--- config.mk ---
export PLATFORM = sky130hd
export DESIGN_NAME = load_cell_touch_detector
export DESIGN_NICKNAME = d
export VERILOG_FILES = /design/src/hdl/lctd_pkg.sv /design/src/hdl/lctd_front.sv /design/src/hdl/lctd_queue.sv /design/src/hdl/lctd_back.sv /design/src/hdl/load_cell_touch_detector.sv
export SDC_FILE = /design/constraint.sdc
export NUM_CORES = 2
export LEC_CHECK = 0
export ABC_AREA = 1
export BUFFER_PORTS_ARGS = -buffer_cell sky130_fd_sc_hd__buf_2
export CAP_MARGIN = 20
export CORE_MARGIN = 3
export CORE_UTILIZATION = 30
export DETAILED_ROUTE_END_ITERATION = 8
export SETUP_SLACK_MARGIN = 0.2
export SLEW_MARGIN = 20
export SYNTH_ARGS = -nofsm -noshare
export SYNTH_HDL_FRONTEND = slang
export SYNTH_SLANG_ARGS = --single-unit
export TNS_END_PERCENT = 5
--- constraint.sdc ---
create_clock -name clk_i -period 33.9 [get_ports clk_i]
set_input_delay 5.085 -clock clk_i [delete_from_list [all_inputs] [get_ports clk_i]]
set_output_delay 5.085 -clock clk_i [all_outputs]
set_load 0.01 [all_outputs]
--- src/hdl/lctd_pkg.sv ---
`timescale 1ns / 1ps
// ----------------------------------------------------------------------------
// lctd_pkg - shared types and constants for the load-cell touch detector
// Beat payload types, register map, reset values and the queue geometry.
// ----------------------------------------------------------------------------
package lctd_pkg;

  // Register map: byte address is 4 * index
  localparam int unsigned PADDR_W  = 5;
  localparam int unsigned PDATA_W  = 32;
  localparam int unsigned REG_IDX_W = 3;

  localparam logic [REG_IDX_W-1:0] REG_PROBE_ENABLE    = 3'd0;
  localparam logic [REG_IDX_W-1:0] REG_JUMP_LIMIT      = 3'd1;
  localparam logic [REG_IDX_W-1:0] REG_MAX_CONFIDENCE  = 3'd2;
  localparam logic [REG_IDX_W-1:0] REG_AVERAGE_WEIGHT  = 3'd3;
  localparam logic [REG_IDX_W-1:0] REG_TOUCH_THRESHOLD = 3'd4;
  localparam logic [REG_IDX_W-1:0] REG_HYSTERESIS_BAND = 3'd5;

  // Reset values
  localparam logic        RST_PROBE_ENABLE    = 1'b1;
  localparam logic [30:0] RST_JUMP_LIMIT      = 31'd196608;
  localparam logic [3:0]  RST_MAX_CONFIDENCE  = 4'd5;
  localparam logic [16:0] RST_AVERAGE_WEIGHT  = 17'd131;
  localparam logic [31:0] RST_TOUCH_THRESHOLD = 32'd196608;
  localparam logic [30:0] RST_HYSTERESIS_BAND = 31'd13107;

  // Q1.16 unity weight
  localparam logic [16:0] ONE_Q16 = 17'h10000;

  // Input action codes
  localparam logic ACTION_SAMPLE = 1'b0;
  localparam logic ACTION_TARE   = 1'b1;

  // Queue between front and back
  localparam int unsigned QUEUE_DEPTH = 2;
  localparam int unsigned QPTR_W      = (QUEUE_DEPTH > 1) ? $clog2(QUEUE_DEPTH) : 1;
  localparam int unsigned QCNT_W      = $clog2(QUEUE_DEPTH + 1);

  typedef struct packed {
    logic               action;
    logic signed [31:0] sample_value;
  } in_item_t;

  typedef struct packed {
    logic               touch;
    logic signed [31:0] force_difference;
    logic signed [31:0] used_sample;
    logic               spike_replaced;
  } out_item_t;

  typedef struct packed {
    logic               probe_enable;
    logic [30:0]        jump_limit;
    logic [3:0]         max_confidence;
    logic [16:0]        average_weight;
    logic signed [31:0] touch_threshold;
    logic [30:0]        hysteresis_band;
  } cfg_t;

  // Classified command passed from front to back
  typedef struct packed {
    logic               tare;
    logic signed [31:0] used_sample;
    logic               spike_replaced;
  } cmd_t;

endpackage

--- src/hdl/lctd_front.sv ---
`timescale 1ns / 1ps
// ----------------------------------------------------------------------------
// lctd_front - input beat acceptance and spike rejection
// Drops samples while the probe is off, runs the confidence-count spike
// filter and pushes tare / sample commands into the queue.
// ----------------------------------------------------------------------------
module lctd_front (
  input  logic              clk_i,
  input  logic              rst_ni,
  input  lctd_pkg::cfg_t    cfg_i,
  input  logic              in_valid_i,
  output logic              in_stall_o,
  input  lctd_pkg::in_item_t in_data_i,
  input  logic              q_full_i,
  output logic              q_push_o,
  output lctd_pkg::cmd_t    q_data_o
);
  import lctd_pkg::*;

  logic signed [31:0] prev_q, prev_d;
  logic [3:0]         conf_q, conf_d;

  logic               accept;
  logic               is_tare;
  logic signed [32:0] jump;
  logic [32:0]        jump_abs;
  logic               is_spike;
  logic [3:0]         conf_dec;
  logic [4:0]         conf_inc;
  logic               replace;

  assign in_stall_o = q_full_i;
  assign accept     = in_valid_i && !q_full_i;
  assign is_tare    = (in_data_i.action == ACTION_TARE);
  assign q_push_o   = accept && (is_tare || cfg_i.probe_enable);

  always_comb begin
    jump     = {in_data_i.sample_value[31], in_data_i.sample_value} - {prev_q[31], prev_q};
    jump_abs = jump[32] ? 33'(-jump) : 33'(jump);
    is_spike = jump_abs > {2'b00, cfg_i.jump_limit};
    conf_dec = (conf_q == 4'd0) ? 4'd0 : conf_q - 4'd1;
    conf_inc = {1'b0, conf_q} + 5'd1;
    replace  = 1'b0;
    prev_d   = prev_q;
    if (is_spike) begin
      conf_d = conf_dec;
      // count still positive: hold on to the last good sample
      if (conf_dec != 4'd0) begin
        replace = 1'b1;
      end else begin
        prev_d = in_data_i.sample_value;
      end
    end else begin
      prev_d = in_data_i.sample_value;
      conf_d = (conf_inc > {1'b0, cfg_i.max_confidence}) ? cfg_i.max_confidence
                                                         : conf_inc[3:0];
    end
  end

  always_comb begin
    q_data_o.tare           = is_tare;
    q_data_o.used_sample    = replace ? prev_q : in_data_i.sample_value;
    q_data_o.spike_replaced = replace;
  end

  always_ff @(posedge clk_i or negedge rst_ni) begin
    if (!rst_ni) begin
      prev_q <= '0;
      conf_q <= '0;
    end else if (q_push_o && !is_tare) begin
      prev_q <= prev_d;
      conf_q <= conf_d;
    end
  end

  // a replaced sample always leaves a positive count behind
  a_replace_count: assert property (@(posedge clk_i) disable iff (!rst_ni)
    q_push_o && !is_tare && replace |=> conf_q != 4'd0)
    else $error("spike replaced with zero confidence count");

endmodule

--- src/hdl/lctd_queue.sv ---
`timescale 1ns / 1ps
// ----------------------------------------------------------------------------
// lctd_queue - short command queue between front and back
// Flop-based FIFO so each side can stall on its own.
// ----------------------------------------------------------------------------
module lctd_queue (
  input  logic           clk_i,
  input  logic           rst_ni,
  input  logic           push_i,
  input  lctd_pkg::cmd_t push_data_i,
  output logic           full_o,
  input  logic           pop_i,
  output lctd_pkg::cmd_t pop_data_o,
  output logic           valid_o
);
  import lctd_pkg::*;

  cmd_t              entry_q [QUEUE_DEPTH];
  logic [QPTR_W-1:0] wr_ptr_q, rd_ptr_q;
  logic [QCNT_W-1:0] count_q;

  localparam logic [QPTR_W-1:0] PTR_LAST = QPTR_W'(QUEUE_DEPTH - 1);
  localparam logic [QCNT_W-1:0] CNT_FULL = QCNT_W'(QUEUE_DEPTH);

  assign full_o     = (count_q == CNT_FULL);
  assign valid_o    = (count_q != '0);
  assign pop_data_o = entry_q[rd_ptr_q];

  always_ff @(posedge clk_i) begin
    if (push_i) begin
      entry_q[wr_ptr_q] <= push_data_i;
    end
  end

  always_ff @(posedge clk_i or negedge rst_ni) begin
    if (!rst_ni) begin
      wr_ptr_q <= '0;
      rd_ptr_q <= '0;
      count_q  <= '0;
    end else begin
      if (push_i) begin
        wr_ptr_q <= (wr_ptr_q == PTR_LAST) ? '0 : wr_ptr_q + QPTR_W'(1);
      end
      if (pop_i) begin
        rd_ptr_q <= (rd_ptr_q == PTR_LAST) ? '0 : rd_ptr_q + QPTR_W'(1);
      end
      if (push_i && !pop_i) begin
        count_q <= count_q + QCNT_W'(1);
      end else if (pop_i && !push_i) begin
        count_q <= count_q - QCNT_W'(1);
      end
    end
  end

  a_no_overflow: assert property (@(posedge clk_i) disable iff (!rst_ni)
    !(push_i && full_o))
    else $error("queue push while full");

  a_no_underflow: assert property (@(posedge clk_i) disable iff (!rst_ni)
    !(pop_i && !valid_o))
    else $error("queue pop while empty");

endmodule

--- src/hdl/lctd_back.sv ---
`timescale 1ns / 1ps
// ----------------------------------------------------------------------------
// lctd_back - running average, force difference and touch hysteresis
// Stage one folds the sample into the average, stage two forms the
// saturated difference and the touch decision in the output register.
// ----------------------------------------------------------------------------
module lctd_back (
  input  logic               clk_i,
  input  logic               rst_ni,
  input  lctd_pkg::cfg_t     cfg_i,
  input  logic               q_valid_i,
  input  lctd_pkg::cmd_t     q_data_i,
  output logic               q_pop_o,
  output logic               out_valid_o,
  input  logic               out_stall_i,
  output lctd_pkg::out_item_t out_data_o
);
  import lctd_pkg::*;

  logic               advance;

  logic signed [47:0] avg_q, avg_d;
  logic               seed_q;
  logic               s1_valid_q;
  logic signed [31:0] s1_used_q;
  logic               s1_replaced_q;
  logic               out_valid_q;
  out_item_t          out_q, out_d;
  logic               touch_q;

  // stage one
  logic [16:0]        w_eff;
  logic signed [47:0] s_shift;
  logic signed [48:0] delta;
  logic signed [32:0] delta_hi;
  logic [15:0]        delta_lo;
  logic signed [50:0] prod_hi;
  logic [32:0]        prod_lo;
  logic [33:0]        lo_round;
  logic signed [50:0] avg_sum;

  // stage two
  logic signed [47:0] s1_shift;
  logic signed [48:0] diff_full;
  logic signed [49:0] diff_rnd;
  logic signed [33:0] diff_w;
  logic signed [31:0] diff_sat;
  logic signed [32:0] diff_ext;
  logic signed [32:0] upper, lower;
  logic               touch_d;

  assign advance = !(out_valid_q && out_stall_i);
  assign q_pop_o = q_valid_i && advance;

  // avg + round(((S << 16) - avg) * w / 2^16); the product is split at bit 16
  always_comb begin
    if (seed_q) begin
      w_eff = ONE_Q16;
    end else begin
      w_eff = (cfg_i.average_weight > ONE_Q16) ? ONE_Q16 : cfg_i.average_weight;
    end
    s_shift  = {q_data_i.used_sample, 16'h0000};
    delta    = {s_shift[47], s_shift} - {avg_q[47], avg_q};
    delta_hi = delta[48:16];
    delta_lo = delta[15:0];
    prod_hi  = 51'(delta_hi) * 51'($signed({1'b0, w_eff}));
    prod_lo  = 33'(delta_lo) * 33'(w_eff);
    lo_round = {1'b0, prod_lo} + 34'd32768;
    avg_sum  = {{3{avg_q[47]}}, avg_q} + prod_hi + $signed({33'd0, lo_round[33:16]});
    avg_d    = avg_sum[47:0];
  end

  always_comb begin
    s1_shift  = {s1_used_q, 16'h0000};
    diff_full = {avg_q[47], avg_q} - {s1_shift[47], s1_shift};
    diff_rnd  = {diff_full[48], diff_full} + 50'sd32768;
    diff_w    = diff_rnd[49:16];
    if (diff_w[33:31] == 3'b000 || diff_w[33:31] == 3'b111) begin
      diff_sat = diff_w[31:0];
    end else begin
      diff_sat = diff_w[33] ? 32'sh8000_0000 : 32'sh7fff_ffff;
    end
    diff_ext = {diff_sat[31], diff_sat};
    upper    = {cfg_i.touch_threshold[31], cfg_i.touch_threshold}
             + $signed({2'b00, cfg_i.hysteresis_band});
    lower    = {cfg_i.touch_threshold[31], cfg_i.touch_threshold}
             - $signed({2'b00, cfg_i.hysteresis_band});
    if (touch_q) begin
      touch_d = !(diff_ext < lower);
    end else begin
      touch_d = (diff_ext > upper);
    end
    out_d.touch            = touch_d;
    out_d.force_difference = diff_sat;
    out_d.used_sample      = s1_used_q;
    out_d.spike_replaced   = s1_replaced_q;
  end

  always_ff @(posedge clk_i or negedge rst_ni) begin
    if (!rst_ni) begin
      avg_q       <= '0;
      seed_q      <= 1'b1;
      s1_valid_q  <= 1'b0;
      out_valid_q <= 1'b0;
      touch_q     <= 1'b0;
    end else if (advance) begin
      s1_valid_q  <= q_pop_o && !q_data_i.tare;
      out_valid_q <= s1_valid_q;
      if (q_pop_o) begin
        if (q_data_i.tare) begin
          seed_q <= 1'b1;
        end else begin
          seed_q <= 1'b0;
          avg_q  <= avg_d;
        end
      end
      if (s1_valid_q) begin
        touch_q <= touch_d;
      end
    end
  end

  always_ff @(posedge clk_i) begin
    if (advance && q_pop_o) begin
      s1_used_q     <= q_data_i.used_sample;
      s1_replaced_q <= q_data_i.spike_replaced;
    end
    if (advance && s1_valid_q) begin
      out_q <= out_d;
    end
  end

  assign out_valid_o = out_valid_q;
  assign out_data_o  = out_q;

  a_tare_rearms: assert property (@(posedge clk_i) disable iff (!rst_ni)
    q_pop_o && q_data_i.tare |=> seed_q)
    else $error("tare did not rearm seeding");

  a_hold_on_stall: assert property (@(posedge clk_i) disable iff (!rst_ni)
    out_valid_q && out_stall_i |=> $stable(avg_q) && $stable(touch_q))
    else $error("average or touch moved while output stalled");

endmodule

--- src/hdl/load_cell_touch_detector.sv ---
`timescale 1ns / 1ps
// A sample beat is registered in the queue, then in stage one, then in the output register.
// Throughput: one beat per cycle unless the output stalls; the running average sets it.
// A two-entry queue parts the front from the back, so input stall rises only when it fills.
// Tare beats and samples while the probe is off give no result beat.
// Reset (async, active low) restores register defaults, clears filter state, arms seeding.
// ----------------------------------------------------------------------------
// load_cell_touch_detector - load-cell touch detector top level
// Register block on the APB-style port, front spike filter, command queue
// and back end with running average and touch hysteresis.
// ----------------------------------------------------------------------------
module load_cell_touch_detector (
  input  logic                            clk_i,
  input  logic                            rst_ni,
  input  logic                            in_valid_i,
  output logic                            in_stall_o,
  input  lctd_pkg::in_item_t              in_data_i,
  output logic                            out_valid_o,
  input  logic                            out_stall_i,
  output lctd_pkg::out_item_t             out_data_o,
  input  logic                            psel,
  input  logic                            penable,
  input  logic                            pwrite,
  input  logic [lctd_pkg::PADDR_W-1:0]    paddr,
  input  logic [lctd_pkg::PDATA_W-1:0]    pwdata,
  output logic [lctd_pkg::PDATA_W-1:0]    prdata,
  output logic                            pready
);
  import lctd_pkg::*;

  cfg_t                 cfg_q;
  logic [REG_IDX_W-1:0] reg_idx;
  logic                 reg_write;

  logic q_full, q_push, q_pop, q_valid;
  cmd_t q_push_data, q_pop_data;

  assign pready    = 1'b1;
  assign reg_idx   = paddr[PADDR_W-1:2];
  assign reg_write = psel && penable && pwrite && pready;

  always_ff @(posedge clk_i or negedge rst_ni) begin
    if (!rst_ni) begin
      cfg_q.probe_enable    <= RST_PROBE_ENABLE;
      cfg_q.jump_limit      <= RST_JUMP_LIMIT;
      cfg_q.max_confidence  <= RST_MAX_CONFIDENCE;
      cfg_q.average_weight  <= RST_AVERAGE_WEIGHT;
      cfg_q.touch_threshold <= RST_TOUCH_THRESHOLD;
      cfg_q.hysteresis_band <= RST_HYSTERESIS_BAND;
    end else if (reg_write) begin
      unique case (reg_idx)
        REG_PROBE_ENABLE:    cfg_q.probe_enable    <= pwdata[0];
        REG_JUMP_LIMIT:      cfg_q.jump_limit      <= pwdata[30:0];
        REG_MAX_CONFIDENCE:  cfg_q.max_confidence  <= pwdata[3:0];
        REG_AVERAGE_WEIGHT:  cfg_q.average_weight  <= pwdata[16:0];
        REG_TOUCH_THRESHOLD: cfg_q.touch_threshold <= pwdata;
        REG_HYSTERESIS_BAND: cfg_q.hysteresis_band <= pwdata[30:0];
        default: ;
      endcase
    end
  end

  always_comb begin
    unique case (reg_idx)
      REG_PROBE_ENABLE:    prdata = {31'd0, cfg_q.probe_enable};
      REG_JUMP_LIMIT:      prdata = {1'b0, cfg_q.jump_limit};
      REG_MAX_CONFIDENCE:  prdata = {28'd0, cfg_q.max_confidence};
      REG_AVERAGE_WEIGHT:  prdata = {15'd0, cfg_q.average_weight};
      REG_TOUCH_THRESHOLD: prdata = cfg_q.touch_threshold;
      REG_HYSTERESIS_BAND: prdata = {1'b0, cfg_q.hysteresis_band};
      default:             prdata = '0;
    endcase
  end

  lctd_front u_front (
    .clk_i      (clk_i),
    .rst_ni     (rst_ni),
    .cfg_i      (cfg_q),
    .in_valid_i (in_valid_i),
    .in_stall_o (in_stall_o),
    .in_data_i  (in_data_i),
    .q_full_i   (q_full),
    .q_push_o   (q_push),
    .q_data_o   (q_push_data)
  );

  lctd_queue u_queue (
    .clk_i       (clk_i),
    .rst_ni      (rst_ni),
    .push_i      (q_push),
    .push_data_i (q_push_data),
    .full_o      (q_full),
    .pop_i       (q_pop),
    .pop_data_o  (q_pop_data),
    .valid_o     (q_valid)
  );

  lctd_back u_back (
    .clk_i       (clk_i),
    .rst_ni      (rst_ni),
    .cfg_i       (cfg_q),
    .q_valid_i   (q_valid),
    .q_data_i    (q_pop_data),
    .q_pop_o     (q_pop),
    .out_valid_o (out_valid_o),
    .out_stall_i (out_stall_i),
    .out_data_o  (out_data_o)
  );

endmodule
==> After elaboration in Yosys (flattened, before gate mapping) <==
Memory sizes are Yosys's and may differ from the RTL's.
Index checks and enable logic that the tools add are counted.
{ "word_totals": {"regBits": 307, "ram_bits": 68, "input_bits": 77, "out_inout_bits": 101, "wordCells": 115, "mem_count": 1} }
{ "mem_list": {"columns": ["name", "words", "width", "read_ports", "rd_clocked_by_memory_dff", "wr", "line_no", "text"], "rows": [
  ["u_queue.entry_q", 2, 34, 1, 0, 1, "lctd_queue.sv:18", "cmd_t entry_q [QUEUE_DEPTH];"]
]} }
{ "op_classes": {"add_sub_neg": 16, "mul": 2, "magnitude_cmp": 5, "eq_ne": 8, "muxes": 22, "bitwise_logic": 2, "n_reduce_logical": 37} }
{ "op_table": {"columns": ["operator", "n"], "rows": [
  ["32-bit case mux with 6 select lines", 1],
  ["32-bit two-way mux", 5],
  ["48-bit by 48-bit subtractor with 49-bit output", 2],
  ["32-bit by 32-bit subtractor with 33-bit output", 2],
  ["49-bit by 17-bit adder with 50-bit output, second input constant", 1],
  ["48-bit by 18-bit adder with 48-bit output", 1],
  ["48-bit adder", 1],
  ["33-bit by 18-bit multiplier with 48-bit output", 1],
  ["33-bit by 16-bit adder with 34-bit output, second input constant", 1],
  ["17-bit two-way mux", 2],
  ["32-bit by 32-bit adder with 33-bit output", 1],
  ["32-bit by 33-bit greater-than comparator with 1-bit output", 1],
  ["33-bit by 31-bit greater-than comparator with 1-bit output", 1],
  ["32-bit by 33-bit < comparator with 1-bit output", 1],
  ["16-bit by 17-bit multiplier with 33-bit output", 1],
  ["33-bit two-way mux", 1],
  ["33-bit negation", 1],
  ["2-bit AND reduction", 9],
  ["17-bit greater-than comparator, second input constant", 1],
  ["1-bit logical AND", 12],
  ["4-bit two-way mux", 3],
  ["3-bit equality test, second input constant", 3],
  ["1-bit two-way mux", 8],
  ["1-bit zero test", 7],
  ["other kinds (18)", 25]
]} }

==> Depth between registers and ports, before layout <==
{ "depth": {"depth_word": 8, "mapped_depth": 66, "mapped_depth_nobuf": 65} }

==> Cells and area by module <==
A second synthesis with hierarchy kept.
{ "unflattened": {"cells_unflattened": 8002, "area_unflattened_um2": 61402.6} }
{ "modules_own_cells": {"columns": ["mod", "instances", "cells_each", "area_each_um2", "seq_area_each_um2"], "rows": [
  ["lctd_back", 1, 5982, 46598.4, 4275.4],
  ["lctd_front", 1, 1187, 6515.0, 900.9],
  ["load_cell_touch_detector", 1, 702, 5477.8, 2925.3],
  ["lctd_queue", 1, 131, 2811.4, 2142.1]
]} }

==> Least setup slack after synthesis <==
OpenSTA, ideal clock, no wires.
{ "synth_path": {"path_type": "input-to-output", "startpoint": "input port paddr[4] in the netlist's numbering", "endpoint": "output port prdata[7] in the netlist's numbering", "t_arrival_ns": 6.390, "t_required_ns": 28.815, "slack_ns": 22.425, "cell_stages": 7, "path_buffers": 1, "cell_sequence": "inv_1 -> nor3_1 -> clkinv_1 -> clkbuf_1 -> o22ai_1 -> a21oi_1 -> o21ai_0"} }
{ "synth_via": {"elab_chain_len": 2, "elab_cells_between_ends": 7, "classes_between": "eq/ne: 5; mux: 1; reduce/logical: 1"} }
{ "synth_lines": {"columns": ["item", "line_no", "text"], "rows": [
  ["from (decl)", "load_cell_touch_detector.sv:24", "input logic [lctd_pkg::PADDR_W-1:0] paddr,"],
  ["3-bit equality test, or another cell as far along", "load_cell_touch_detector.sv:64", "unique case (reg_idx)"],
  ["32-bit case mux with 6 select lines (*)", "load_cell_touch_detector.sv:64", null],
  ["to (decl)", "load_cell_touch_detector.sv:26", "output logic [lctd_pkg::PDATA_W-1:0] prdata,"]
]} }
Every way passes the cells marked *; elsewhere a longest branch is shown, timed or not.

==> Worst setup path in the final report <==
{ "layout_path": {"startpoint": "register cfg_q[79] in the netlist's numbering", "endpoint": "register u_back.avg_q[42]"} }
{ "layout_via": {"elab_chain_len": 6, "elab_cells_between_ends": 8, "classes_between": "add/sub: 3; mul: 2; order compare: 1; mux: 2"} }
{ "layout_lines": {"columns": ["item", "line_no", "text"], "rows": [
  ["from (decl)", "load_cell_touch_detector.sv:31", "cfg_t cfg_q;"],
  ["17-bit greater-than comparator", "lctd_back.sv:60", "w_eff = (cfg_i.average_weight > ONE_Q16) ? ONE_Q16 : cfg_i.average_weight;"],
  ["17-bit two-way mux (*)", "lctd_back.sv:60", null],
  ["17-bit two-way mux (*)", "lctd_back.sv:57", "if (seed_q) begin"],
  ["33-bit by 18-bit multiplier with 48-bit output or 16-bit by 17-bit multiplier with 33-bit output (tied branches)", "lctd_back.sv:66, lctd_back.sv:67", null],
  ["48-bit adder or 33-bit by 16-bit adder with 34-bit output (tied branches)", "lctd_back.sv:69, lctd_back.sv:68", null],
  ["48-bit by 18-bit adder with 48-bit output (*)", "lctd_back.sv:69", "avg_sum = {{3{avg_q[47]}}, avg_q} + prod_hi + $signed({33'd0, lo_round[33:16]});"],
  ["to (signal assigned)", "lctd_back.sv:114", "avg_q <= avg_d;"],
  ["to (decl)", "lctd_back.sv:22", "logic signed [47:0] avg_q, avg_d;"]
]} }
Marked as above.
A chain may end at the register's enable or synchronous reset.

==> run_results.csv <==
group,metric,value,unit
status,status,"finished clean",
grt,gr-total-overflow,0,
sta,slew_headroom,22.23,%
floorplan,rows,161,
clock_tree,numCtsBuffers,41,
synthesis,synthCells,7444,
floorplan,fp.dieW,448.6,um
synthesis,post-synth-top-area-cell,"fa_1",
grt,grt_pass1_vias,50400,
hold_path,hold_start,"u_back.s1_used_q[25]$_DFFE_PP_",
routing,drt_first_pass_iters,6,
sta,rsz0062_at_grt,"false",
synthesis,ys_types,67,
clock_tree,cts_tree,"yes",
layout,areaGrowthSynthToFinish,8.743,%
placed_design,dp_cells,10070,
setup_path,cp-start-kind,"flop",
layout,drive_gt1_share,6.729,%
layout,seqCellArea,10240,um^2
layout,nNetsFinal,8964,
setup_path,crit_path_start,"cfg_q[79]$_DFFE_PN0P_",
synthesis,synth_nets,8907,
sta,slew_viol_final,0,
setup_path,crit_path_frequent_cell,"fa_1",
clock_tree,cts_resized,0,
floorplan,initial_core_util,30.35,%
floorplan,die_h,448.6,um
clock_tree,clkSlewWorstSetupHoldPaths,0.07,ns
synthesis,ys_seq_area_share,17.43,%
routing,postRouteAntennaNets,0,
grt,grt_pass1_wl,299500,um
synthesis,yosysWarnings,0,
clock_tree,cts-root-buf,"clkbuf_16",
routing,routed_wl,195400,um
clock_tree,clk_latency,0.62,ns
synthesis,yosys-top-cells-area,"fa_1 27%, ha_1 13%, nand2_1 10%",
clock_tree,htree_levels,2,
sta,period_share,43.68,%
layout,fin_cells,10150,
sta,fmaxAchievable,0.06754,GHz
hold_path,hold_path.class,"flop to flop",
routing,via_per_inst,4.923,
setup_path,crit_fanout,31,
setup_path,cp.required,34.34,ns
placed_design,hpwl,162700,um
grt,antenna_found_initial,8,
synthesis,ys_ff_latch,375,
setup_path,rr_startpoint,"cfg_q[79]$_DFFE_PN0P_",
grt,grt_usage,19.08,%
setup_path,cpMaxStageDelayCell,"o21ai_0",
synthesis,synth_top_area_share,26.78,%
synthesis,synth_flop_cell,"dfrtp_1",
routing,vias,49960,
synthesis,syn_area_per_cell,7.894,um^2
clock_tree,hold_buffers,0,
routing,drc,0,
sta,finalSetupViolations,0,
clock_tree,clock_path_buffers,3,
placed_design,port_buffers,174,
setup_path,critPathCaptureType,"flop",
run,drv_cap,0,
layout,final_common_cell,"nand2_1",
synthesis,async_flop_share,55.47,%
grt,grt_max_degree,80,
synthesis,syn_area,58760,um^2
sta,fin_setup_tns,0,ns
setup_path,crit_path_max_incr_delay,0.60,ns
sta,finalHoldViolCount,0,
floorplan,io-pin-count,178,
clock_tree,cts.sinks,375,
setup_path,criticalPathCategory,"flop to flop",
layout,multi_input_area,42040,um^2
placed_design,gp_congestion,0.9560,
routing,wl_per_cell,19.25,um
sta,final.min_clock_period,14.81,ns
sta,skew,0.04870,ns
layout,num-fill-cells,20460,
floorplan,die-area,201200,um^2
floorplan,fp.coreArea,193600,um^2
routing,drt_iter0_drc,3805,
layout,mostFrequentLayoutCells,"1577 x nand2_1, 1496 x inv_1, 786 x fa_1, 679 x nor2_1, 600 x ha_1",
clock_tree,cts_post_setup_buffers_inserted,0,
setup_path,worstPathArrival,15.25,ns
synthesis,synth_edf_count,167,
sta,worstMarginPinSlew,1.163,ns
[cells by family after synthesis]
logic type | count (synthesis) | share of synthesized area, %
adder cells (fa/ha/maj) | 1386 | 39.55
other | 1 | 0.006382
flip-flops | 375 | 17.43
multiplexers | 4 | 0.06814
buffers and inverters | 1742 | 11.31
XOR/XNOR | 202 | 3.011
AO/OA/AOI/OAI | 926 | 8.792
AND/OR/NAND/NOR | 2808 | 19.83
[layer usage]
metal | GRT usage, % | up-vias | part of all wire (%)
li1 | - | 23190 | -
met1 | 24.92 | 24690 | 42
met2 | 32.29 | 1773 | 47
met3 | 2.357 | 306 | 6.3
met4 | 7.005 | 4 | 4.0
met5 | 0 | - | 0.014
[layout make-up]
class                           count  share of cell area (%)
Clock buffer                       46                   1.651
Multi-Input combinational cell   5327                   65.79
Tap cell                         2608                   5.107
Sequential cell                   375                   16.03
Antenna cell                        6                 0.02350
Inverter                         1530                   8.988
Timing Repair Buffer              226                   1.989
Clock inverter                     30                  0.4190
[cell usage after synthesis (all sizes together), types with 2 or more instances]
| cell | n |
|---|---|
| a211oi | 11 |
| a21boi | 5 |
| a21o | 23 |
| a21oi | 385 |
| a221oi | 7 |
| a31o | 2 |
| a31oi | 29 |
| and2 | 7 |
| and3 | 2 |
| buf | 30 |
| clkbuf | 182 |
| clkinv | 9 |
| dfrtp | 189 |
| dfstp | 19 |
| edfxtp | 167 |
| fa | 786 |
| ha | 600 |
| inv | 1521 |
| mux2i | 4 |
| nand2 | 1601 |
| nand3 | 255 |
| nand3b | 10 |
| nand4 | 64 |
| nor2 | 717 |
| nor3 | 59 |
| nor3b | 2 |
| nor4 | 19 |
| o2111ai | 3 |
| o211ai | 15 |
| o21a | 20 |
| o21ai | 345 |
| o21bai | 19 |
| o221a | 2 |
| o221ai | 23 |
| o22ai | 20 |
| o311ai | 2 |
| o31ai | 9 |
| or2 | 70 |
| xnor2 | 64 |
| xor2 | 138 |
[state kept, by name, summed over array words and instances, names as in the netlist, 2 cells and up]
register,cells
cfg_q,116
u_queue.entry_q,68
u_back.out_data_o,66
u_back.avg_q,48
u_back.s1_used_q,32
u_front.prev_q,32
u_front.conf_q,4
u_queue.count_q,2
[worst max-delay path: cells and delay by family, from the launching register on]
| family | cells | cell delay [ns] |
|---|---|---|
| flip-flops | 1 | 0.45 |
| adder cells (fa/ha/maj) | 13 | 6.28 |
| AND/OR/NAND/NOR | 15 | 2.62 |
| AO/OA/AOI/OAI | 10 | 2.70 |
| buffers and inverters | 10 | 2.44 |
[worst paths after layout]
kind | slack, ns | to | cells after the start
setup / recovery | 19.09 | u_back.avg_q[42]$_DFFE_PN0P_ | 48
hold / removal | 0.45 | u_back.out_data_o[26]$_DFFE_PP_ | 0
setup reg to reg | 19.09 | u_back.avg_q[42]$_DFFE_PN0P_ | 48
hold reg to reg | 0.45 | u_back.out_data_o[26]$_DFFE_PP_ | 0
max in group asynchronous | 27.95 | u_front.prev_q[23]$_DFFE_PN0P_ | 2
min in group asynchronous | 4.45 | cfg_q[112]$_DFFE_PN0P_ | 1
[per-stage QoR]
stage | instance area, um^2 | setup slack (ns) | hold slack (ns) | util (%)
finish | 63900 | 19.09 | 0.4530 | 33.01
global route | 63890 | 18.64 | 0.4675 | 33.00
CTS | 63880 | 19.50 | 0.4487 | 33.00
detailed placement | 62560 | 19.61 | 0.4355 | 32.31
global placement | 62560 | 19.60 | 0.4352 | 32.31
floorplan | 58760 | 22.43 | 0.4003 | -
Power is not shown: default switching activity piles up to over one toggle a cycle in this logic, so the estimate is an artifact.
